File: src/rtl/core/assert_macros.svh
// Assertion helper macros for the matrix stack core.
// Used by modules that carry concurrent checks.
`ifndef ASSERT_MACROS_SVH
`define ASSERT_MACROS_SVH
// implication checked every clock, reset-gated
`define CHK_IMPL(lbl, clk, rst_n, a, c) \
    lbl: assert property (@(posedge clk) disable iff (!rst_n) (a) |-> (c)) \
        else $error("check failed");
// next-cycle implication
`define CHK_NEXT(lbl, clk, rst_n, a, c) \
    lbl: assert property (@(posedge clk) disable iff (!rst_n) (a) |=> (c)) \
        else $error("check failed");
`endif

File: src/rtl/core/mste_pkg.sv
`timescale 1ns / 1ps
// Shared types and constants for the matrix stack transform engine.
// No dependencies.
package mste_pkg;
    localparam int STACK_LEVELS_DEF = 32;
    localparam int FRAC_BITS_DEF    = 16;
    localparam int MAT_WORDS        = 16;
    localparam int MAT_DIM          = 4;

    typedef enum logic [3:0] {
        OP_SELECT   = 4'd0,
        OP_PUSH     = 4'd1,
        OP_POP      = 4'd2,
        OP_IDENTITY = 4'd3,
        OP_WR_OPND  = 4'd4,
        OP_MULT     = 4'd5,
        OP_XLATE    = 4'd6,
        OP_SCALE    = 4'd7,
        OP_READ     = 4'd8
    } t_op;

    // MAC control from the sequencer
    typedef struct packed {
        logic clear;
        logic acc;
    } t_mac_ctl;
endpackage

File: src/rtl/core/mste_mac.sv
`timescale 1ns / 1ps
// Shared multiply-accumulate with Q-format rounding and saturation.
// Depends on mste_pkg.
module mste_mac
    import mste_pkg::*;
#(
    parameter int FRAC_BITS = FRAC_BITS_DEF
) (
    input  logic               i_clk,
    input  t_mac_ctl           i_ctl,
    input  logic signed [31:0] i_a,
    input  logic signed [31:0] i_b,
    output logic signed [31:0] o_result
);
    // four 64-bit products need 66 bits exactly
    logic signed [63:0] r_prod;
    logic signed [65:0] r_acc;
    logic signed [65:0] w_rnd;
    logic signed [65:0] w_shf;

    always_ff @(posedge i_clk) begin
        r_prod <= i_a * i_b;
        if (i_ctl.clear) begin
            r_acc <= '0;
        end else if (i_ctl.acc) begin
            r_acc <= r_acc + 66'(r_prod);
        end
    end

    assign w_rnd = r_acc + (66'sd1 <<< (FRAC_BITS - 1));
    assign w_shf = w_rnd >>> FRAC_BITS;

    always_comb begin
        if (w_shf > 66'sh7FFFFFFF) begin
            o_result = 32'sh7FFFFFFF;
        end else if (w_shf < -66'sh80000000) begin
            o_result = 32'sh80000000;
        end else begin
            o_result = w_shf[31:0];
        end
    end
endmodule

File: config.mk
export PLATFORM = sky130hd
export DESIGN_NAME = mste_mac
export DESIGN_NICKNAME = d
export VERILOG_FILES = /design/src/rtl/core/assert_macros.svh /design/src/rtl/core/mste_pkg.sv /design/src/rtl/core/mste_mac.sv
export SDC_FILE = /design/constraint.sdc
export NUM_CORES = 2
export LEC_CHECK = 0
export BUFFER_PORTS_ARGS = -buffer_cell sky130_fd_sc_hd__buf_2
export CAP_MARGIN = 20
export CORE_ASPECT_RATIO = 2
export CORE_MARGIN = 1
export CORE_UTILIZATION = 60
export CTS_CLUSTER_DIAMETER = 60
export DETAILED_ROUTE_END_ITERATION = 8
export PLACE_DENSITY = 0.83
export SYNTH_ARGS = -nofsm -noshare
export SYNTH_HDL_FRONTEND = slang
export SYNTH_SLANG_ARGS = --single-unit
File: constraint.sdc
create_clock -name i_clk -period 28.3 [get_ports i_clk]
set_input_delay 8.49 -clock i_clk [delete_from_list [all_inputs] [get_ports i_clk]]
set_output_delay 8.49 -clock i_clk [all_outputs]
set_load 0.03 [all_outputs]
Yosys cells after proc, flatten, opt, wreduce, memory -nomap -nowiden. Index checks and enable logic that the tools add are counted.

Add/sub/neg operators: 2. Order comparisons: 2. Muxes and demuxes: 2. $mul: 1.

Operators by type and width (number): $add 66x17->66 const B (1); $add 66x64->66 (1); $mul 32x32->64 (1); $mux 32 (2); $gt 50x32->1 const B (1); $lt 50x32->1 const B (1).

Input bits: 67. Register bits after elaboration: 130.

Depth between registers and ports, before layout.
Depth in word-level cells: 4. Mapped depth: 29. Mapped depth without buffers: 28.

Worst setup path after synthesis. OpenSTA, ideal clock, no wires.

Path type: input -> register. Start point: input port i_b[2]. End point: register r_prod[60]. Arrival: 15.827 ns. Stages: 29. Setup slack: 12.332 ns. Path through: clkbuf_1 > nand2_1 > inv_1 > fa_1 > inv_1 > fa_1 > inv_1 > fa_1 > fa_1 > inv_1 > fa_1 > inv_1 > fa_1 > inv_1 > fa_1 > fa_1 > inv_1 > ha_1 > clkbuf_1 > a21o_1 > a21o_1 > a21o_1 > a21o_1 > a21oi_1 > o21ai_0 > a21o_1 > o31ai_1 > a41o_1 > a2111oi_2.

Cells in the longest elaborated chain, start to end: 1.

Ends and longest elaborated chain: from (decl) (RTL line mste_mac.sv:12) `input logic signed [31:0] i_b,`; $mul 32x32->64 (RTL line mste_mac.sv:22) `r_prod <= i_a * i_b;`; to (signal assigned) (RTL line mste_mac.sv:22); to (decl) (RTL line mste_mac.sv:16) `logic signed [63:0] r_prod;`.

No other way between the ends. A chain may end at the register's enable or synchronous reset.

Worst setup path after layout.
Start point: input port i_a[31]. End point: register r_prod[59].

Cells in the longest elaborated chain, start to end: 1.

Ends and longest elaborated chain: from (decl) (RTL line mste_mac.sv:11) `input logic signed [31:0] i_a,`; $mul 32x32->64 (RTL line mste_mac.sv:22).

No other way between the ends.

==> insert_results.sql <==
INSERT INTO impl_metrics (metric_group, metric, value, unit) VALUES
('run_status', 'outcome', 'finished clean', ''),
('final_layout', 'final_design_area_no_fill', '46200', 'sq um'),
('floorplan', 'num_rows', '141', ''),
('placed_design', 'gp_congestion', '0.982', ''),
('drt', 'first_pass_iters', '8', ''),
('global_routing', 'antenna_found_initial', '5', ''),
('drt', 'drc', '0', ''),
('critical_path', 'worst-path-max-fanout', '32', ''),
('yosys', 'post_synth_edffs', '0', ''),
('timing', 'final.hold.worst_slack', '0.485', 'ns'),
('timing', 'max-slew-margin-rel', '32.9', '%'),
('clock_tree', 'cts_max_path_buffers', '2', ''),
('clock_tree', 'post-cts-setup-buffers', '0', ''),
('clock_tree', 'numClockSinks', '130', ''),
('placed_design', 'portBuffers', '98', ''),
('flow_run', 'max-cap-violations', '0', ''),
('clock_tree', 'cts.repair.resized', '0', ''),
('timing', 'drv_slew', '0', ''),
('yosys', 'yosys.area.top_type', 'sky130_fd_sc_hd__fa_1', ''),
('placed_design', 'post_detail_place_hpwl', '106', 'mm'),
('final_layout', 'synthToLayoutAreaGrowth', '3.05', '%'),
('clock_tree', 'clockRootBuffer', 'sky130_fd_sc_hd__clkbuf_16', ''),
('critical_path', 'cp_launch_type', 'primary input', ''),
('drt', 'postRouteAntennaNets', '0', ''),
('timing', 'timing_worst_slew_pin_value', '1.01', 'ns'),
('clock_tree', 'ctsHoldBuffers', '0', ''),
('timing', 'report.final.hold_viol_count', '0', ''),
('critical_path', 'crit_path_end_kind', 'flop', ''),
('yosys', 'syn-num-nets', '6365', ''),
('drt', 'route.final.wire_length', '141', 'mm'),
('drt', 'routed-via-count', '35700', ''),
('global_routing', 'grt_pass1_vias', '40200', ''),
('timing', 'finalClockSkew', '0.0111', 'ns'),
('yosys', 'synth_top_flop_cell', 'sky130_fd_sc_hd__dfxtp_1', ''),
('yosys', 'yosys_warnings', '0', ''),
('critical_path', 'critical_path_class', 'primary input to flop', ''),
('drt', 'routed_wire_length_per_instance', '24.4', 'microns'),
('yosys', 'syn-instance-count', '4965', ''),
('final_layout', 'multi_input_comb_area', '37400', 'sq um'),
('min_path', 'hp-class', 'flop to flop', ''),
('clock_tree', 'cts_inserted_buffers', '17', ''),
('critical_path', 'cp.required', '28.65', 'ns'),
('floorplan', 'io-pin-count', '99', ''),
('timing', 'fin_tns_setup', '0', 'ns'),
('drt', 'detail_route.iter0.violations', '2618', ''),
('yosys', 'ys_seq_elements', '130', ''),
('yosys', 'post-synth-top-area-fraction', '48.4', '%'),
('yosys', 'synth.distinct_cells', '74', ''),
('final_layout', 'final_nets', '6234', ''),
('drt', 'post_drt_via_cell_ratio', '6.18', ''),
('timing', 'grt_setup_unrepaired', 'no', ''),
('floorplan', 'die_height', '388', 'microns'),
('critical_path', 'worst-endpoint-arrival', '17.04', 'ns'),
('clock_tree', 'htree_num_levels', '4', ''),
('global_routing', 'grt_overflow', '0', ''),
('floorplan', 'fp.dieW', '195', 'microns'),
('yosys', 'post_synth.cell_area_avg', '9.02', 'sq um'),
('yosys', 'ys_async_sr_fraction', '0', '%'),
('clock_tree', 'tritoncts', 'built', ''),
('global_routing', 'globalRouteTotalUtil', '39.4', '%'),
('clock_tree', 'clkSlewWorstSetupHoldPaths', '0.07', 'ns'),
('final_layout', 'seq_area', '2600', 'sq um'),
('yosys', 'syn_area', '44800', 'sq um'),
('global_routing', 'wire_length_of_the_first_global_routing_pass', '221', 'mm'),
('floorplan', 'design.core.area', '73900', 'sq um'),
('timing', 'min_period_over_period', '59.0', '%'),
('yosys', 'ys_seq_area_share', '5.81', '%'),
('global_routing', 'grt_max_degree', '69', ''),
('floorplan', 'floorplan.initialDensity', '60.6', '%'),
('timing', 'finalSetupViolations', '0', ''),
('yosys', 'yosys-top-cells-area', 'sky130_fd_sc_hd__fa_1, sky130_fd_sc_hd__inv_1, sky130_fd_sc_hd__and2_1', ''),
('clock_tree', 'clk_latency', '0.43', 'ns'),
('final_layout', 'n_fill_cell', '6104', ''),
('timing', 'shortest_clock_period_the_worst_path_allows_after_layout', '16.68', 'ns'),
('timing', 'fmax', '0.0599', 'GHz'),
('floorplan', 'design.die.area', '75800', 'sq um'),
('placed_design', 'postPlaceCellArea', '45600', 'sq um'),
('final_layout', 'layout-drive-gt1-share', '3.53', '%');
cells by family (layout without fill, tap and decap cells):
logic type	Yosys count	count (layout)	share of synthesized area, %
AO/OA/AOI/OAI	526	526	7.59
adder cells (fa/ha/maj)	1333	1333	55.4
AND/OR/NAND/NOR	1510	1510	16.7
other	0	3	0
flip-flops	130	130	5.81
buffers and inverters	1277	1159	10.7
multiplexers	35	35	0.788
XOR/XNOR	154	154	3.01
placed cells by master (no fill, tap or decap), drive strengths merged, types with 24 or more instances in the layout:
cell type  instances
fa              1083
xor2              62
nand4             30
a31oi             24
a21o              75
nor2             139
inv             1023
dfxtp            130
o21ai            110
xnor2             92
nand2            629
and3              30
buf              112
and2             507
nand3             49
ha               250
a21oi            159
nor3              40
mux2i             33
area by class of cell:
| class | count | area share [%] |
|---|---|---|
| multi-input cells | 3558 | 81.0 |
| clock inverters | 15 | 0.374 |
| diodes | 3 | 0.0163 |
| clock buffers | 17 | 0.921 |
| repair buffers | 112 | 1.29 |
| well taps | 929 | 2.52 |
| inverters | 1015 | 8.25 |
| flip-flops and latches | 130 | 5.64 |
worst max-delay path: stages:
cell,delay (ns)
sky130_fd_sc_hd__buf_2,0.51
sky130_fd_sc_hd__nand2_1,0.25
sky130_fd_sc_hd__fa_1,0.78
sky130_fd_sc_hd__fa_1,0.65
sky130_fd_sc_hd__fa_1,0.53
sky130_fd_sc_hd__fa_1,0.55
sky130_fd_sc_hd__inv_1,0.06
sky130_fd_sc_hd__fa_1,0.82
sky130_fd_sc_hd__fa_1,0.51
sky130_fd_sc_hd__fa_1,0.50
sky130_fd_sc_hd__inv_1,0.05
sky130_fd_sc_hd__fa_1,0.50
sky130_fd_sc_hd__inv_1,0.05
sky130_fd_sc_hd__ha_1,0.40
sky130_fd_sc_hd__a21o_1,0.24
sky130_fd_sc_hd__a31oi_1,0.14
sky130_fd_sc_hd__o21ai_0,0.11
sky130_fd_sc_hd__a31oi_1,0.17
sky130_fd_sc_hd__o21ai_0,0.19
sky130_fd_sc_hd__or3_1,0.36
sky130_fd_sc_hd__o21ai_0,0.32
sky130_fd_sc_hd__o31a_1,0.34
sky130_fd_sc_hd__mux2_2,0.37
sky130_fd_sc_hd__o2111ai_1,0.09
metrics by stage:
step	setup slack, ns	std cells	utilization, %
global placement	11.46	5744	61.6
detailed placement	11.33	5744	61.6
floorplan	12.33	4965	-
finish	11.62	5779	62.5
CTS	11.78	5776	62.4
global route	11.27	5776	62.4
sequential cells by signal (all words and copies together) (netlist names):
name / count
r_acc: 66
r_prod: 64
layer usage:
| metal | track usage, % | vias to the layer above | part of all wire [%] |
|---|---|---|---|
| met1 | 35.6 | 18000 | 28 |
| met4 | 38.7 | 6 | 13 |
| met3 | 11.1 | 1016 | 8.9 |
| met2 | 69.1 | 2010 | 51 |
| met5 | 0.260 | - | 0.035 |
| li1 | - | 14700 | - |
worst paths after layout:
check / start / to / slack (ns) / cells after the start
setup / recovery: i_a[31] / r_prod[59] / 11.62 / 24
hold / removal: r_acc[12] / r_acc[12] / 0.48 / 2
setup reg to reg: r_acc[0] / r_acc[46] / 24.39 / 13
hold reg to reg: r_acc[12] / r_acc[12] / 0.48 / 2
cells in the mapped netlist (5+ instances only):
| cell type | instances |
|---|---|
| sky130_fd_sc_hd__o21bai_1 | 20 |
| sky130_fd_sc_hd__a21o_1 | 75 |
| sky130_fd_sc_hd__nand3_1 | 49 |
| sky130_fd_sc_hd__a31oi_1 | 24 |
| sky130_fd_sc_hd__nand3b_1 | 8 |
| sky130_fd_sc_hd__buf_1 | 5 |
| sky130_fd_sc_hd__o21a_1 | 17 |
| sky130_fd_sc_hd__nand2_1 | 629 |
| sky130_fd_sc_hd__and2_1 | 506 |
| sky130_fd_sc_hd__a31o_2 | 5 |
| sky130_fd_sc_hd__or2_2 | 5 |
| sky130_fd_sc_hd__nand2b_1 | 19 |
| sky130_fd_sc_hd__mux2i_1 | 33 |
| sky130_fd_sc_hd__ha_1 | 250 |
| sky130_fd_sc_hd__xnor2_1 | 92 |
| sky130_fd_sc_hd__o22ai_1 | 10 |
| sky130_fd_sc_hd__o211ai_1 | 15 |
| sky130_fd_sc_hd__nor4_1 | 11 |
| sky130_fd_sc_hd__clkbuf_1 | 249 |
| sky130_fd_sc_hd__o21ai_0 | 106 |
| sky130_fd_sc_hd__nor3_1 | 40 |
| sky130_fd_sc_hd__nor2b_1 | 19 |
| sky130_fd_sc_hd__o31ai_1 | 12 |
| sky130_fd_sc_hd__a211oi_1 | 20 |
| sky130_fd_sc_hd__nand4_1 | 30 |
| sky130_fd_sc_hd__dfxtp_1 | 130 |
| sky130_fd_sc_hd__and3_1 | 29 |
| sky130_fd_sc_hd__a21oi_1 | 159 |
| sky130_fd_sc_hd__a221o_1 | 5 |
| sky130_fd_sc_hd__and4_1 | 9 |
| sky130_fd_sc_hd__or3_1 | 6 |
| sky130_fd_sc_hd__fa_1 | 1083 |
| sky130_fd_sc_hd__nor2_1 | 139 |
| sky130_fd_sc_hd__inv_1 | 1015 |
| sky130_fd_sc_hd__xor2_1 | 62 |
Power is not shown: default switching activity piles up to over one toggle a cycle in this logic, so the estimate is an artifact.
